`src/rtl/core/mpo_pkg.sv`:
```
// Shared types and constants of the multiwave phase oscillator.
`default_nettype none

package mpo_pkg;

  // Waveform codes
  localparam logic [2:0] WAVE_SQUARE      = 3'd0;
  localparam logic [2:0] WAVE_SAW         = 3'd1;
  localparam logic [2:0] WAVE_TRIANGLE    = 3'd2;
  localparam logic [2:0] WAVE_LFSR15_TAP1 = 3'd3;
  localparam logic [2:0] WAVE_LFSR15_TAP6 = 3'd4;
  localparam logic [2:0] WAVE_LFSR15_XOR  = 3'd5;
  localparam logic [2:0] WAVE_LFSR7_XOR   = 3'd6;

  // Register indexes (byte address / 4)
  localparam logic [2:0] REG_WAVEFORM   = 3'd0;
  localparam logic [2:0] REG_DUTY_CYCLE = 3'd1;
  localparam logic [2:0] REG_QUANTIZE   = 3'd2;
  localparam logic [2:0] REG_SKEW       = 3'd3;
  localparam logic [2:0] REG_LFSR_SEED  = 3'd4;

  // Register reset values
  localparam logic [24:0] DUTY_RESET = 25'd8388608;
  localparam logic [14:0] SEED_RESET = 15'd1;

  // Noise register feedback constants
  localparam logic [14:0] LFSR_TOP_BIT  = 15'h4000;
  localparam logic [14:0] LFSR15_TAPS   = 15'h6000;
  localparam logic [14:0] LFSR7_TAPS    = 15'h0060;
  localparam logic [14:0] LFSR7_MASK    = 15'h007F;

  // Output levels
  localparam logic [14:0] FULL_SCALE = 15'd32767;
  localparam logic [15:0] SAMPLE_POS = 16'h7FFF;
  localparam logic [15:0] SAMPLE_NEG = 16'h8001;
  localparam logic [15:0] SAMPLE_ZERO = 16'h0000;

  // Iterative divider sizes
  localparam int DIV_NUM_W = 32;
  localparam int DIV_DEN_W = 15;

  // Configuration as seen by the core
  typedef struct packed {
    logic [2:0]  waveform;
    logic [24:0] duty_cycle;
    logic [6:0]  quantize_steps;
    logic        skew_enable;
    logic [14:0] lfsr_seed;
    logic        seed_wr;
  } cfg_t;

  // Sequencer states
  typedef enum logic [3:0] {
    ST_IDLE,
    ST_DISPATCH,
    ST_POW2,
    ST_MUL_K,
    ST_K,
    ST_MUL_DD,
    ST_MUL_T,
    ST_NUM,
    ST_SCALE,
    ST_DIV,
    ST_OUT
  } state_e;

  // Shared multiplier operand select
  typedef enum logic [1:0] {
    MUL_LVL_Q,
    MUL_D_D,
    MUL_X_DX
  } mul_sel_e;

endpackage

`default_nettype wire

```
`src/rtl/core/mpo_cfg.sv`:
```
// APB configuration registers of the multiwave phase oscillator.
`default_nettype none

module mpo_cfg (
  input  wire logic          clk_i,
  input  wire logic          rst_ni,
  input  wire logic          psel,
  input  wire logic          penable,
  input  wire logic          pwrite,
  input  wire logic [4:0]    paddr,
  input  wire logic [31:0]   pwdata,
  output logic      [31:0]   prdata,
  output logic               pready,
  output mpo_pkg::cfg_t      cfg_o
);
  import mpo_pkg::*;

  logic [2:0]  waveform_q;
  logic [24:0] duty_q;
  logic [6:0]  quant_q;
  logic        skew_q;
  logic [14:0] seed_q;
  logic        seed_wr_q;
  logic [2:0]  idx;
  logic        wr_en;

  assign idx    = paddr[4:2];
  assign wr_en  = psel && penable && pwrite;
  assign pready = 1'b1;

  // Register writes; seed write also pulses a reload of the noise register
  always_ff @(posedge clk_i or negedge rst_ni) begin
    if (!rst_ni) begin
      waveform_q <= WAVE_SQUARE;
      duty_q     <= DUTY_RESET;
      quant_q    <= 7'd0;
      skew_q     <= 1'b0;
      seed_q     <= SEED_RESET;
      seed_wr_q  <= 1'b0;
    end else begin
      seed_wr_q <= 1'b0;
      if (wr_en) begin
        case (idx)
          REG_WAVEFORM:   waveform_q <= pwdata[2:0];
          REG_DUTY_CYCLE: duty_q     <= pwdata[24:0];
          REG_QUANTIZE:   quant_q    <= pwdata[6:0];
          REG_SKEW:       skew_q     <= pwdata[0];
          REG_LFSR_SEED: begin
            seed_q    <= pwdata[14:0];
            seed_wr_q <= 1'b1;
          end
          default: ;
        endcase
      end
    end
  end

  // Read back
  always_comb begin
    case (idx)
      REG_WAVEFORM:   prdata = {29'd0, waveform_q};
      REG_DUTY_CYCLE: prdata = {7'd0, duty_q};
      REG_QUANTIZE:   prdata = {25'd0, quant_q};
      REG_SKEW:       prdata = {31'd0, skew_q};
      REG_LFSR_SEED:  prdata = {17'd0, seed_q};
      default:        prdata = 32'd0;
    endcase
  end

  assign cfg_o = '{
    waveform:       waveform_q,
    duty_cycle:     duty_q,
    quantize_steps: quant_q,
    skew_enable:    skew_q,
    lfsr_seed:      seed_q,
    seed_wr:        seed_wr_q
  };

endmodule

`default_nettype wire

```
`src/rtl/core/mpo_div.sv`:
```
// Restoring divider, one quotient bit per cycle.
`default_nettype none

module mpo_div (
  input  wire logic                          clk_i,
  input  wire logic                          rst_ni,
  input  wire logic                          start_i,
  input  wire logic [mpo_pkg::DIV_NUM_W-1:0] num_i,
  input  wire logic [mpo_pkg::DIV_DEN_W-1:0] den_i,
  output logic                               done_o,
  output logic      [mpo_pkg::DIV_NUM_W-1:0] quot_o
);
  import mpo_pkg::*;

  localparam int CntW = $clog2(DIV_NUM_W + 1);

  logic [CntW-1:0]      cnt_q;
  logic                 done_q;
  logic [DIV_NUM_W-1:0] quot_q;
  logic [DIV_DEN_W-1:0] rem_q;
  logic [DIV_DEN_W-1:0] den_q;
  logic [DIV_DEN_W:0]   rem_sh;
  logic [DIV_DEN_W+1:0] diff;
  logic                 ge;

  // One shift-subtract step
  assign rem_sh = {rem_q, quot_q[DIV_NUM_W-1]};
  assign diff   = {1'b0, rem_sh} - (DIV_DEN_W + 2)'(den_q);
  assign ge     = !diff[DIV_DEN_W+1];

  // Step counter and done pulse
  always_ff @(posedge clk_i or negedge rst_ni) begin
    if (!rst_ni) begin
      cnt_q  <= '0;
      done_q <= 1'b0;
    end else begin
      done_q <= 1'b0;
      if (start_i) begin
        cnt_q <= CntW'(DIV_NUM_W);
      end else if (cnt_q != '0) begin
        cnt_q <= cnt_q - 1'b1;
        if (cnt_q == CntW'(1)) begin
          done_q <= 1'b1;
        end
      end
    end
  end

  // Remainder and quotient shift register
  always_ff @(posedge clk_i) begin
    if (start_i) begin
      quot_q <= num_i;
      rem_q  <= '0;
      den_q  <= den_i;
    end else if (cnt_q != '0) begin
      quot_q <= {quot_q[DIV_NUM_W-2:0], ge};
      rem_q  <= ge ? diff[DIV_DEN_W-1:0] : rem_sh[DIV_DEN_W-1:0];
    end
  end

  assign done_o = done_q;
  assign quot_o = quot_q;

endmodule

`default_nettype wire

```
`src/rtl/core/multiwave_phase_oscillator_core.sv`:
```
// Top level of the multiwave phase oscillator: sequencer, datapath and noise register.
//
//   channel | direction | handshake                 | payload
//   --------+-----------+---------------------------+---------------------------
//   in      | input     | in_valid_i / in_stall_o   | phase_step_i[23:0], hold_i
//   out     | output    | out_valid_o / out_stall_i | sample_o[15:0] signed
//   cfg     | input     | APB psel/penable/pready   | paddr[4:0], pwdata, prdata
//
// An item is taken only while the sequencer is idle. Held items, square, noise
// and the unused code go from dispatch to output; saw and plain triangle pass
// the power-of-two state; the quantized triangle waits on the 32-step divider.
// The output register holds a result under out_stall_i while the next item
// is taken; the sequencer waits in its last state until that register frees.
// Reset clears phase, wrap history and held sample and loads the seed.
`default_nettype none

module multiwave_phase_oscillator_core #(
  parameter int PHASE_BITS = 24
) (
  input  wire logic        clk_i,
  input  wire logic        rst_ni,
  input  wire logic        in_valid_i,
  output logic             in_stall_o,
  input  wire logic [23:0] phase_step_i,
  input  wire logic        hold_i,
  output logic             out_valid_o,
  input  wire logic        out_stall_i,
  output logic      [15:0] sample_o,
  input  wire logic        psel,
  input  wire logic        penable,
  input  wire logic        pwrite,
  input  wire logic [4:0]  paddr,
  input  wire logic [31:0] pwdata,
  output logic      [31:0] prdata,
  output logic             pready
);
  import mpo_pkg::*;

  localparam int StepW = (PHASE_BITS > 24) ? PHASE_BITS : 24;
  localparam int CmpW  = (PHASE_BITS + 1 > 25) ? PHASE_BITS + 1 : 25;
  localparam int LvlW  = PHASE_BITS + 1;
  localparam int ProdW = PHASE_BITS + 9;
  localparam int ScW   = PHASE_BITS + 17;

  cfg_t cfg;

  state_e   state_q, state_d;
  mul_sel_e mul_sel;
  logic     div_start;
  logic     out_load;

  logic [PHASE_BITS-1:0] phase_acc_q;
  logic [PHASE_BITS-1:0] prev_phase_q;
  logic [PHASE_BITS-1:0] ph_q;
  logic [14:0]           noise_q;
  logic [15:0]           held_q;
  logic                  hold_q;
  logic [15:0]           res_q;
  logic                  out_valid_q;
  logic [15:0]           sample_q;
  logic [ProdW-1:0]      prod_q;
  logic [6:0]            k_q;
  logic [13:0]           dd_q;
  logic signed [16:0]    num_q;
  logic [13:0]           den_q;

  logic                  accept;
  logic                  out_free;
  logic [StepW-1:0]      step_w;
  logic                  wrapped;
  logic                  is_noise;
  logic [LvlW-1:0]       lvl;
  logic [6:0]            d;
  logic                  q_big;
  logic [6:0]            k;
  logic [6:0]            x;
  logic [7:0]            dx;
  logic [LvlW-1:0]       mul_a;
  logic [7:0]            mul_b;
  logic [ProdW-1:0]      mul_p;
  logic [LvlW-1:0]       v;
  logic [PHASE_BITS+1:0] v2;
  logic [PHASE_BITS+1:0] one2;
  logic                  p2_neg;
  logic [PHASE_BITS+1:0] p2_mag;
  logic [ScW-1:0]        p2_sc;
  logic [16:0]           num_abs;
  logic [33:0]           numer;
  logic                  div_done;
  logic [DIV_NUM_W-1:0]  quot;

  // Next noise register value for the selected style
  function automatic logic [14:0] lfsr_next(input logic [14:0] s, input logic [2:0] wave);
    logic [14:0] t;
    begin
      case (wave)
        WAVE_LFSR15_TAP1: t = (s >> 1) | ((s[0] ^ s[1]) ? LFSR_TOP_BIT : 15'd0);
        WAVE_LFSR15_TAP6: t = (s >> 1) | ((s[0] ^ s[6]) ? LFSR_TOP_BIT : 15'd0);
        WAVE_LFSR15_XOR:  t = (s >> 1) ^ (s[0] ? LFSR15_TAPS : 15'd0);
        default:          t = ((s & LFSR7_MASK) >> 1) ^ (s[0] ? LFSR7_TAPS : 15'd0);
      endcase
      return t;
    end
  endfunction

  // Saturate a magnitude to full scale and apply the sign
  function automatic logic [15:0] mk_sample(input logic neg, input logic [31:0] r);
    logic [15:0] m;
    begin
      m = (r > 32'(FULL_SCALE)) ? {1'b0, FULL_SCALE} : {1'b0, r[14:0]};
      return neg ? 16'd0 - m : m;
    end
  endfunction

  mpo_cfg u_cfg (
    .clk_i   (clk_i),
    .rst_ni  (rst_ni),
    .psel    (psel),
    .penable (penable),
    .pwrite  (pwrite),
    .paddr   (paddr),
    .pwdata  (pwdata),
    .prdata  (prdata),
    .pready  (pready),
    .cfg_o   (cfg)
  );

  // Handshake
  assign accept   = in_valid_i && (state_q == ST_IDLE);
  assign out_free = !out_valid_q || !out_stall_i;

  // Phase and wrap
  assign step_w   = StepW'(phase_step_i);
  assign wrapped  = prev_phase_q > phase_acc_q;
  assign is_noise = (cfg.waveform == WAVE_LFSR15_TAP1) || (cfg.waveform == WAVE_LFSR15_TAP6) ||
                    (cfg.waveform == WAVE_LFSR15_XOR) || (cfg.waveform == WAVE_LFSR7_XOR);

  // Triangle level, steps and skew operands
  assign lvl   = ph_q[PHASE_BITS-1] ? LvlW'(0) - {ph_q, 1'b0} : {ph_q, 1'b0};
  assign d     = cfg.quantize_steps - 7'd1;
  assign q_big = cfg.quantize_steps > 7'd1;
  assign k     = prod_q[PHASE_BITS+6:PHASE_BITS];
  assign x     = ph_q[PHASE_BITS-1] ? k_q : d - k_q;
  assign dx    = {1'b0, d} + {1'b0, x};

  // Shared multiplier
  always_comb begin
    case (mul_sel)
      MUL_LVL_Q: begin
        mul_a = lvl;
        mul_b = {1'b0, cfg.quantize_steps};
      end
      MUL_D_D: begin
        mul_a = LvlW'(d);
        mul_b = {1'b0, d};
      end
      MUL_X_DX: begin
        mul_a = LvlW'(x);
        mul_b = dx;
      end
      default: begin
        mul_a = lvl;
        mul_b = {1'b0, cfg.quantize_steps};
      end
    endcase
  end
  assign mul_p = ProdW'(mul_a) * ProdW'(mul_b);

  // Power-of-two denominator path: saw and plain triangle
  assign v      = (cfg.waveform == WAVE_SAW) ? {1'b0, ph_q} : lvl;
  assign v2     = {v, 1'b0};
  assign one2   = (PHASE_BITS + 2)'(1) << PHASE_BITS;
  assign p2_neg = v2 < one2;
  assign p2_mag = p2_neg ? one2 - v2 : v2 - one2;
  assign p2_sc  = (ScW'(p2_mag) << 15) - ScW'(p2_mag) + (ScW'(1) << (PHASE_BITS - 1));

  // Divider operands: round(32767 * num / den) = (2*|num|*32767 + den) / (2*den)
  assign num_abs = num_q[16] ? 17'd0 - num_q : num_q;
  assign numer   = (34'(num_abs[15:0]) << 16) - (34'(num_abs[15:0]) << 1) + 34'(den_q);

  mpo_div u_div (
    .clk_i   (clk_i),
    .rst_ni  (rst_ni),
    .start_i (div_start),
    .num_i   (numer[DIV_NUM_W-1:0]),
    .den_i   ({den_q, 1'b0}),
    .done_o  (div_done),
    .quot_o  (quot)
  );

  // Sequencer: next state
  always_comb begin
    state_d = state_q;
    case (state_q)
      ST_IDLE:     if (accept) state_d = ST_DISPATCH;
      ST_DISPATCH: begin
        if (hold_q) begin
          state_d = ST_OUT;
        end else begin
          case (cfg.waveform)
            WAVE_SAW:      state_d = ST_POW2;
            WAVE_TRIANGLE: state_d = q_big ? ST_MUL_K : ST_POW2;
            default:       state_d = ST_OUT;
          endcase
        end
      end
      ST_POW2:   state_d = ST_OUT;
      ST_MUL_K:  state_d = ST_K;
      ST_K:      state_d = cfg.skew_enable ? ST_MUL_DD : ST_SCALE;
      ST_MUL_DD: state_d = ST_MUL_T;
      ST_MUL_T:  state_d = ST_NUM;
      ST_NUM:    state_d = ST_SCALE;
      ST_SCALE:  state_d = ST_DIV;
      ST_DIV:    if (div_done) state_d = ST_OUT;
      ST_OUT:    if (out_free) state_d = ST_IDLE;
      default:   state_d = ST_IDLE;
    endcase
  end

  // Sequencer: control outputs
  always_comb begin
    mul_sel    = MUL_LVL_Q;
    div_start  = 1'b0;
    out_load   = 1'b0;
    in_stall_o = 1'b1;
    case (state_q)
      ST_IDLE:   in_stall_o = 1'b0;
      ST_MUL_DD: mul_sel = MUL_D_D;
      ST_MUL_T:  mul_sel = MUL_X_DX;
      ST_SCALE:  div_start = 1'b1;
      ST_OUT:    out_load = out_free;
      default:   ;
    endcase
  end

  always_ff @(posedge clk_i or negedge rst_ni) begin
    if (!rst_ni) begin
      state_q <= ST_IDLE;
    end else begin
      state_q <= state_d;
    end
  end

  // Oscillator state: phase, wrap history, noise register, held sample
  always_ff @(posedge clk_i or negedge rst_ni) begin
    if (!rst_ni) begin
      phase_acc_q  <= '0;
      prev_phase_q <= '0;
      noise_q      <= SEED_RESET;
      held_q       <= SAMPLE_ZERO;
      hold_q       <= 1'b0;
    end else begin
      if (accept) begin
        hold_q <= hold_i;
        if (!hold_i) begin
          prev_phase_q <= phase_acc_q;
          phase_acc_q  <= phase_acc_q + step_w[PHASE_BITS-1:0];
        end
      end
      if (cfg.seed_wr) begin
        noise_q <= cfg.lfsr_seed;
      end else if (accept && !hold_i && is_noise && wrapped) begin
        noise_q <= lfsr_next(noise_q, cfg.waveform);
      end
      if (out_load) begin
        held_q <= res_q;
      end
    end
  end

  // Datapath registers
  always_ff @(posedge clk_i) begin
    prod_q <= mul_p;
    if (accept) begin
      ph_q <= phase_acc_q;
    end
    case (state_q)
      ST_DISPATCH: begin
        if (hold_q) begin
          res_q <= held_q;
        end else begin
          case (cfg.waveform)
            WAVE_SQUARE:
              res_q <= (CmpW'(ph_q) < CmpW'(cfg.duty_cycle)) ? SAMPLE_POS : SAMPLE_NEG;
            WAVE_LFSR15_TAP1, WAVE_LFSR15_TAP6, WAVE_LFSR15_XOR, WAVE_LFSR7_XOR:
              res_q <= noise_q[0] ? SAMPLE_POS : SAMPLE_NEG;
            default:
              res_q <= SAMPLE_ZERO;
          endcase
        end
      end
      ST_POW2: res_q <= mk_sample(p2_neg, 32'(p2_sc[ScW-1:PHASE_BITS]));
      ST_K: begin
        k_q   <= k;
        num_q <= $signed(17'({k, 1'b0}) - 17'(d));
        den_q <= 14'(d);
      end
      ST_MUL_T: dd_q <= prod_q[13:0];
      ST_NUM: begin
        // first half: d^2 - j(d+j); second half: k(d+k) - d^2
        num_q <= ph_q[PHASE_BITS-1] ? $signed(17'(prod_q[14:0]) - 17'(dd_q))
                                    : $signed(17'(dd_q) - 17'(prod_q[14:0]));
        den_q <= dd_q;
      end
      ST_DIV: if (div_done) res_q <= mk_sample(num_q[16], quot);
      default: ;
    endcase
  end

  // Output register
  always_ff @(posedge clk_i or negedge rst_ni) begin
    if (!rst_ni) begin
      out_valid_q <= 1'b0;
    end else if (out_load) begin
      out_valid_q <= 1'b1;
    end else if (!out_stall_i) begin
      out_valid_q <= 1'b0;
    end
  end

  always_ff @(posedge clk_i) begin
    if (out_load) begin
      sample_q <= res_q;
    end
  end

  assign out_valid_o = out_valid_q;
  assign sample_o    = sample_q;

endmodule

`default_nettype wire
```
`config.mk`:
```
export PLATFORM = sky130hd
export DESIGN_NAME = multiwave_phase_oscillator_core
export DESIGN_NICKNAME = d
export VERILOG_FILES = /design/src/rtl/core/mpo_pkg.sv /design/src/rtl/core/mpo_cfg.sv /design/src/rtl/core/mpo_div.sv /design/src/rtl/core/multiwave_phase_oscillator_core.sv
export SDC_FILE = /design/constraint.sdc
export NUM_CORES = 1
export LEC_CHECK = 0
export ABC_AREA = 1
export BUFFER_PORTS_ARGS = -buffer_cell sky130_fd_sc_hd__buf_2
export CAP_MARGIN = 0
export CELL_PAD_IN_SITES_DETAIL_PLACEMENT = 0
export CELL_PAD_IN_SITES_GLOBAL_PLACEMENT = 2
export CORE_MARGIN = 2
export CORE_UTILIZATION = 41
export DETAILED_ROUTE_END_ITERATION = 6
export GPL_TIMING_DRIVEN = 0
export HOLD_SLACK_MARGIN = 0.08
export PLACE_DENSITY_LB_ADDON = 0.1
export SYNTH_ARGS = -nofsm -noshare
export SYNTH_HDL_FRONTEND = slang
export SYNTH_SLANG_ARGS = --single-unit
```
`constraint.sdc`:
```
create_clock -name clk_i -period 19.3 [get_ports clk_i]
set_input_delay 0.965 -clock clk_i [delete_from_list [all_inputs] [get_ports clk_i]]
set_output_delay 0.965 -clock clk_i [all_outputs]
set_load 0.01 [all_outputs]
```
==> impl_summary.log, run 1 <==
[metrics] run status: completed
[metrics] peak ir drop on the vdd network: 0.00006265 V
[metrics] Post-synth EDFFs: 153
[metrics] switching fraction of total power: 41.58%
[metrics] kind of capture point of the worst setup path: flip-flop
[metrics] vias in the first global route: 25,150
[metrics] internal power: 1745 uW
[metrics] CP dominant cell by count: sky130_fd_sc_hd__nand2_1
[metrics] final design utilization: 46.17%
[metrics] final hold violations: 0
[metrics] signed area change from the synthesized netlist to the final layout: 11.35%
[metrics] total number of nets in the final design: 4,458
[metrics] Buf+Inv Stages, Crit Path: 5
[metrics] CTS HTree Levels: 2
[metrics] share of synthesized flip-flops with an asynchronous set or reset: 43.11%
[metrics] IO buf count: 102
[metrics] Final setup viols: 0
[metrics] clock tree from TritonCTS: done
[metrics] Crit path required time: 19.73 ns
[metrics] drt via density: 5.002
[metrics] DRC violations left: 0
[metrics] width of the die: 270.1 um
[metrics] largest net degree at the start of global routing: 94
[metrics] master cell of the clock root buffer: sky130_fd_sc_hd__clkbuf_16
[metrics] clk slew on worst S/H paths: 0.06 ns
[metrics] antenna violations before repair: 1
[metrics] sequential group share of total power: 29.1%
[metrics] Final Max Slew Viols: 0
[metrics] biggest cell delay along the critical path: 0.64 ns
[metrics] Setup TNS Final: 0 ns
[metrics] Routed WL per cell: 18.30 um
[metrics] Logic pwr share: 44.7%
[metrics] Multi-input gate area: 0.01730 sq mm
[metrics] total die area: 0.07296 sq mm
[metrics] arrival time at the worst endpoint: 11.31 ns
[metrics] total track usage: 25.14%
[metrics] CP max-delay cell: sky130_fd_sc_hd__o21ai_1
[metrics] cell family contributing the most delay on the critical path: adder cells
[metrics] worst hold-check path type: input pin to asynchronous set/reset pin
[metrics] M1 WL: 42,570 um
[metrics] number of violations reported at the end of detailed-routing iteration 0: 1,475
[metrics] PostCTS Resize Cnt: 0
[metrics] sequential fraction of the synthesis area: 30.80%
[metrics] number of CTS-inserted buffers: 40
[metrics] Unique masters post-synth: 65
[metrics] Placer Congestion: 0.9161
[metrics] post-synthesis instance area: 0.02904 sq mm
[metrics] Final min period: 10.87 ns
[metrics] Pwr Density: 92.40 mW/mm^2
[metrics] largest buffer count on any clock path: 3
[metrics] Slew @ Worst Pin: 1.268 ns
[metrics] number of max-cap violations: 0
[metrics] Post-Syn Instances: 3,845
[metrics] count of hold-fix buffers inserted at cts: 0
[metrics] Avg Cell Area, Syn: 7.551 sq um
[metrics] Clk Latency, worst-skew pair: 0.58 ns
[metrics] first-pass GRT wire length: 143,500 um
[metrics] total number of vias: 24,960
[metrics] CP max FO: 10
[metrics] clock group share of total power: 26.1%
[metrics] most used flip-flop cell after synthesis: sky130_fd_sc_hd__edfxtp_1
[metrics] Net Switching: 1242 uW
[metrics] height of the die: 270.1 um
[metrics] Layout Skew: 0.03527 ns
[metrics] Yosys Warn Count: 0
[metrics] top routing layer in use: met4
[metrics] period utilisation layout: 56.34%
[metrics] HPWL after detailed placement: 74,560 um
[metrics] number of nets with antenna violations after routing: 0
[metrics] cell row count: 97
[metrics] area inside the core boundary: 0.07003 sq mm
[metrics] count of TritonRoute iterations in the first routing pass: 5
[metrics] filler instances: 7,359
[metrics] I/O pin count: 120
[metrics] unrepaired setup endpoints after global routing: false
[metrics] # clock sinks: 334
[metrics] Highest Clock Rate: 91.97 MHz
[metrics] met2 wire length: 43,990 um
[metrics] post-synthesis sequential element count: 334
[metrics] share of layout cells above drive strength 1: 7.187%
[metrics] kind of start point of the critical path: flip-flop
[metrics] Crit Path Category: flip-flop to flip-flop
[metrics] final wirelength: 91,320 um
[metrics] register area: 0.008942 sq mm
[metrics] Worst slew margin: 15.43%
[metrics] initial cell density of the core: 41.46%
[metrics] Congestion Overflow GR: 0
[metrics] Leak Pwr: 0.01571 uW
[metrics] met3 WL post-DR: 2570 um
[metrics] Post CTS Setup Buffer Count: 0
## cell usage after synthesis, types with 12 or more instances
cell type,number,share of area (%)
sky130_fd_sc_hd__a211oi_1,12,0.31
sky130_fd_sc_hd__a21oi_1,189,3.3
sky130_fd_sc_hd__a31oi_1,15,0.32
sky130_fd_sc_hd__clkbuf_1,68,0.88
sky130_fd_sc_hd__dfrtp_1,141,12
sky130_fd_sc_hd__dfxtp_1,37,2.6
sky130_fd_sc_hd__edfxtp_1,153,16
sky130_fd_sc_hd__fa_1,143,9.9
sky130_fd_sc_hd__ha_1,229,9.9
sky130_fd_sc_hd__inv_1,635,8.2
sky130_fd_sc_hd__nand2_1,912,12
sky130_fd_sc_hd__nand2_2,36,0.78
sky130_fd_sc_hd__nand3_1,151,2.6
sky130_fd_sc_hd__nand4_1,36,0.78
sky130_fd_sc_hd__nor2_1,408,5.3
sky130_fd_sc_hd__nor3_1,43,0.74
sky130_fd_sc_hd__o211ai_1,13,0.34
sky130_fd_sc_hd__o21ai_0,260,4.5
sky130_fd_sc_hd__o21ai_1,12,0.21
sky130_fd_sc_hd__o21bai_1,20,0.52
sky130_fd_sc_hd__o221ai_1,16,0.48
sky130_fd_sc_hd__o22ai_1,16,0.34
sky130_fd_sc_hd__o31ai_1,14,0.36
sky130_fd_sc_hd__xnor2_1,42,1.3
sky130_fd_sc_hd__xor2_1,80,2.4
## power groups by stage
| stage | clock (uW) | sequential (uW) | combinational (uW) |
|---|---|---|---|
| finish | 781 | 870 | 1340 |
| global route | 824 | 875 | 1530 |
| CTS | 797 | 869 | 1340 |
| detailed placement | 0 | 883 | 1330 |
| global placement | 0 | 882 | 1330 |
| floorplan | 0 | 856 | 976 |
## final timing paths
| path | start | end | slack, ns | cells past startpoint |
|---|---|---|---|---|
| max | u_cfg.quant_q[0] | prod_q[28] | 8.43 | 44 |
| min | rst_ni | phase_acc_q[7] | 0.29 | 1 |
| max reg2reg | u_cfg.quant_q[0] | prod_q[28] | 8.43 | 44 |
| min reg2reg | res_q[8] | sample_o[8] | 0.46 | 0 |
| max in group asynchronous | rst_ni | held_q[7] | 18.05 | 2 |
| min in group clk_i | res_q[8] | sample_o[8] | 0.46 | 0 |
## sequential cells by signal, summed over array words and instances (netlist names), 22 cells and up
register / flops
phase_acc_q: 24
prev_phase_q: 24
u_div.quot_o: 32
ph_q: 24
prod_q: 22
u_cfg.duty_q: 25
## worst register-to-register path: cells and delay by family, from the launching register on
kind / cells / cell delay [ns]
adder cells (fa/ha/maj): 8 / 3.39
buffers and inverters: 5 / 1.20
XOR/XNOR: 3 / 0.87
AO/OA/AOI/OAI: 14 / 3.38
flip-flops: 1 / 0.50
AND/OR/NAND/NOR: 14 / 1.43
## layout by cell type (no fill, tap or decap), drive strengths merged, types with 6 or more instances in the layout
cell type and count:
buf 137, dfxtp 37, inv 646, or2 9
o22ai 16, o211ai 13, nand3b 8, xor2 80
o21a 9, fa 143, o21ai 275, nor2 423
xnor2 42, nand2 951, nand4 36, a211oi 12
a32o 6, o21bai 20, o31ai 14, clkinv 15
nor3 45, a21oi 191, a31oi 15, conb 24
nand3 157, edfxtp 153, ha 229, dfrtp 141
clkbuf 126, o221ai 16, nor4 10
## final cells by class
| type | count | share of cell area, % |
|---|---|---|
| well taps | 940 | 3.638 |
| clock buffers | 57 | 3.649 |
| flip-flops and latches | 334 | 27.66 |
| inverters | 651 | 7.574 |
| plain buffers | 98 | 1.385 |
| repair buffers | 108 | 1.947 |
| multi-input cells | 2784 | 53.52 |
| diodes | 1 | 0.007740 |
| clock inverters | 17 | 0.6231 |
## layer usage
metal	vias to the layer above	GRT usage [%]
met1	11780	33.79
met2	394	43.66
met3	94	2.080
li1	12690	-
met5	-	0
met4	0	6.301
## metrics by stage
stage	total power (uW)	cell area (sq um)	hold WS, ns	instances	setup WS (ns)
floorplan	1832	29120	0.4148	3867	11.11
global placement	2217	30800	0.4357	4909	8.256
detailed placement	2217	30940	0.4450	4914	8.312
CTS	3009	32320	0.2886	4988	8.265
global route	3231	32330	0.3150	4989	7.562
finish	2987	32330	0.2936	4990	8.427
## logic make-up after synthesis
logic type	Yosys count	share of synthesized area (%)
simple gates	1647	23.62
buf+inv	749	9.976
compound gates	617	12.10
fa+ha+maj	372	19.73
flops	334	30.80
xor+xnor	122	3.680
other cells	2	0.02587
mux	2	0.06895
Note: power is estimated with default switching activity, not from simulation.
==> run 2, diff against run 1 <==
--- a/config.mk
+++ b/config.mk
@@ -11,7 +11,7 @@
 export CELL_PAD_IN_SITES_DETAIL_PLACEMENT = 0
 export CELL_PAD_IN_SITES_GLOBAL_PLACEMENT = 2
 export CORE_MARGIN = 2
-export CORE_UTILIZATION = 41
+export CORE_UTILIZATION = 34
 export DETAILED_ROUTE_END_ITERATION = 6
 export GPL_TIMING_DRIVEN = 0
 export HOLD_SLACK_MARGIN = 0.08
==> constraint.sdc (replaced) <==
create_clock -name clk_i -period 8.89 [get_ports clk_i]
set_input_delay 0.4445 -clock clk_i [delete_from_list [all_inputs] [get_ports clk_i]]
set_output_delay 0.4445 -clock clk_i [all_outputs]
set_load 0.01 [all_outputs]
==> impl_summary.log, run 2 (synthesized netlist as in run 1, its figures left out) <==
[metrics] vias in the first global route: 25,220 (was 25,150)
[metrics] switching fraction of total power: 41.59% (was 41.58%)
[metrics] first-pass GRT wire length: 148,200 um (was 143,500 um)
[metrics] HPWL after detailed placement: 78,250 um (was 74,560 um)
[metrics] register-to-register setup slack: 0.55 ns (was 8.43 ns)
[metrics] CP max-delay cell: sky130_fd_sc_hd__fa_1 (was sky130_fd_sc_hd__o21ai_1)
[metrics] most frequent standard cell in the layout excluding fill and tap cells: sky130_fd_sc_hd__nand2_1 (unchanged)
[metrics] CTS HTree Levels: 2 (unchanged)
[metrics] IO buf count: 102 (unchanged)
[metrics] master cell of the clock root buffer: sky130_fd_sc_hd__clkbuf_16 (unchanged)
[metrics] Crit Path Category: flip-flop to flip-flop (unchanged)
[metrics] final hold violations: 0 (unchanged)
[metrics] Final Max Slew Viols: 0 (unchanged)
[metrics] Crit path required time: 9.36 ns (was 19.73 ns)
[metrics] area inside the core boundary: 0.08488 sq mm (was 0.07003 sq mm)
[metrics] Logic pwr share: 45.2% (was 44.7%)
[metrics] sequential group share of total power: 28.3% (was 29.1%)
[metrics] Post-DP Area: 0.03121 sq mm (was 0.03094 sq mm)
[metrics] biggest cell delay along the critical path: 0.55 ns (was 0.64 ns)
[metrics] met2 Use GR: 38.06% (was 43.66%)
[metrics] worst hold-check path type: input pin to flip-flop (was input pin to asynchronous set/reset pin)
[metrics] Highest Clock Rate: 119.8 MHz (was 91.97 MHz)
[metrics] kind of start point of the critical path: flip-flop (unchanged)
[metrics] Placer Congestion: 0.8340 (was 0.9161)
[metrics] Clk Latency, worst-skew pair: 0.58 ns (about the same)
[metrics] Slew @ Worst Pin: 1.336 ns (was 1.268 ns)
[metrics] share of layout cells above drive strength 1: 8.688% (was 7.187%)
[metrics] clk slew on worst S/H paths: 0.06 ns (about the same)
[metrics] tightest hold margin: 0.1114 ns (was 0.2936 ns)
[metrics] Leak Pwr: 0.01588 uW (was 0.01571 uW)
[metrics] busiest layer in global routing: met2 (unchanged)
[metrics] signed area change from the synthesized netlist to the final layout: 13.59% (was 11.35%)
[metrics] cell family contributing the most delay on the critical path: adder cells (unchanged)
[metrics] number of max-cap violations: 0 (unchanged)
[metrics] total die area: 0.08775 sq mm (was 0.07296 sq mm)
[metrics] unrepaired setup endpoints after global routing: false (unchanged)
[metrics] internal power: 3910 uW (was 1745 uW)
[metrics] Layout Skew: 0.04038 ns (was 0.03527 ns)
[metrics] DRC violations left: 0 (unchanged)
[metrics] total track usage: 22.09% (was 25.14%)
[metrics] commonest non-fill, non-tap cells in the layout: 911 x sky130_fd_sc_hd__nand2_1, 629 x sky130_fd_sc_hd__inv_1, 400 x sky130_fd_sc_hd__nor2_1 (was 912 x sky130_fd_sc_hd__nand2_1, 634 x sky130_fd_sc_hd__inv_1, 405 x sky130_fd_sc_hd__nor2_1)
[metrics] clock tree from TritonCTS: done (unchanged)
[metrics] final wirelength: 95,750 um (was 91,320 um)
[metrics] I/O pin count: 120 (unchanged)
[metrics] Final min period: 8.345 ns (was 10.87 ns)
[metrics] total number of vias: 24,980 (was 24,960)
[metrics] run status: completed (unchanged)
[metrics] Net Switching: 2784 uW (was 1242 uW)
[metrics] number of flip-flops in the largest register: 32 (unchanged)
[metrics] Congestion Overflow GR: 0 (unchanged)
[metrics] GR met3 Demand/Resource: 1.746% (was 2.080%)
[metrics] number of violations reported at the end of detailed-routing iteration 0: 1,426 (was 1,475)
[metrics] # clock sinks: 334 (unchanged)
[metrics] CP max FO: 10 (unchanged)
[metrics] Antenna Cells: 0 (was 1)
[metrics] clock group share of total power: 26.6% (was 26.1%)
[metrics] cell row count: 107 (was 97)
[metrics] number of nets with antenna violations after routing: 0 (unchanged)
[metrics] count of TritonRoute iterations in the first routing pass: 7 (was 5)
[metrics] final design utilization: 38.86% (was 46.17%)
[metrics] cell area after layout: 0.03298 sq mm (was 0.03233 sq mm)
[metrics] number of CTS-inserted buffers: 42 (was 40)
[metrics] antenna violations before repair: 5 (was 1)
[metrics] drt via density: 4.798 (was 5.002)
[metrics] height of the die: 296.2 um (was 270.1 um)
[metrics] arrival time at the worst endpoint: 8.81 ns (was 11.31 ns)
[metrics] initial cell density of the core: 34.21% (was 41.46%)
[metrics] Buf+Inv Stages, Crit Path: 6 (was 5)
[metrics] total number of nets in the final design: 4,472 (was 4,458)
[metrics] largest net degree at the start of global routing: 96 (was 94)
[metrics] Worst slew margin: 10.12% (was 15.43%)
[metrics] largest buffer count on any clock path: 3 (unchanged)
[metrics] global routing usage on met1: 29.92% (was 33.79%)
[metrics] kind of capture point of the worst setup path: flip-flop (unchanged)
[metrics] Pwr Density: 203.0 mW/mm^2 (was 92.40 mW/mm^2)
[metrics] peak ir drop on the vdd network: 0.0001258 V (was 0.00006265 V)
[metrics] width of the die: 296.2 um (was 270.1 um)
[metrics] period utilisation layout: 93.87% (was 56.34%)
[metrics] Routed WL per cell: 18.39 um (was 18.30 um)
[metrics] Final setup viols: 0 (unchanged)
[run 2: path summary, 6_finish.rpt]
kind                                   from               end  cells after the start
setup / recovery           u_cfg.quant_q[0]        prod_q[28]                     43
hold / removal                  out_stall_i       out_valid_o                      3
setup reg to reg           u_cfg.quant_q[0]        prod_q[28]                     43
hold reg to reg                    den_q[0]    u_div.den_q[1]                      0
max in group asynchronous            rst_ni  u_cfg.quant_q[1]                      3
min in group asynchronous            rst_ni    phase_acc_q[9]                      2
[run 2: layer usage]
| metal | part of all wire [%] | vias up |
|---|---|---|
| met3 | 2.4 | 93 |
| met4 | 2.5 | 2 |
| met1 | 47 | 11840 |
| li1 | - | 12720 |
| met5 | 0.014 | - |
| met2 | 48 | 335 |
[run 2: worst register-to-register path: cells and delay by family (launching register included)]
| family | cells | cell delay (ns) |
|---|---|---|
| adder cells (fa/ha/maj) | 8 | 3.15 |
| AO/OA/AOI/OAI | 12 | 1.72 |
| AND/OR/NAND/NOR | 13 | 1.37 |
| XOR/XNOR | 4 | 0.86 |
| buffers and inverters | 6 | 0.66 |
| flip-flops | 1 | 0.45 |
[run 2: power groups by stage]
| stage | Combinational [uW] | Sequential [uW] | Clock, uW |
|---|---|---|---|
| final | 3020 | 1890 | 1780 |
| after global routing | 3460 | 1910 | 1870 |
| after CTS | 2990 | 1890 | 1820 |
| after detailed placement | 2930 | 1910 | 0 |
| after global placement | 2950 | 1910 | 0 |
| after floorplan | 2120 | 1860 | 0 |
[run 2: metrics by stage]
stage | total power, uW | setup slack (ns) | TNS [ns] | std cells
after global placement | 4863 | -1.948 | -14.29 | 5113
after global routing | 7241 | 0.0004263 | 0 | 5207
after floorplan | 3977 | 0.7015 | 0 | 3867
after CTS | 6703 | 0.008161 | 0 | 5203
final | 6695 | 0.5452 | 0 | 5207
after detailed placement | 4845 | -1.904 | -13.83 | 5119
[run 2: layout make-up]
| class | instances | area, sq um |
|---|---|---|
| inverter | 651 | 2459 |
| clock inverter | 20 | 262.8 |
| multi-input combinational | 2784 | 17500 |
| timing repair buffer | 125 | 768.2 |
| sequential | 334 | 8946 |
| clock buffer | 56 | 1155 |
| fill | 9168 | 51900 |
| tap | 1144 | 1431 |
| buffer | 93 | 455.4 |
[run 2: timing repair]
item | CTS | global route
hold buffers | 1 | 0
buffers inserted | 9 | 7
setup endpoints to repair | 12 | 8
hold endpoints to repair | 48 | 0
gates resized for setup | 37 | 36
cloned | 0 | 0
pin swaps | 3 | 12
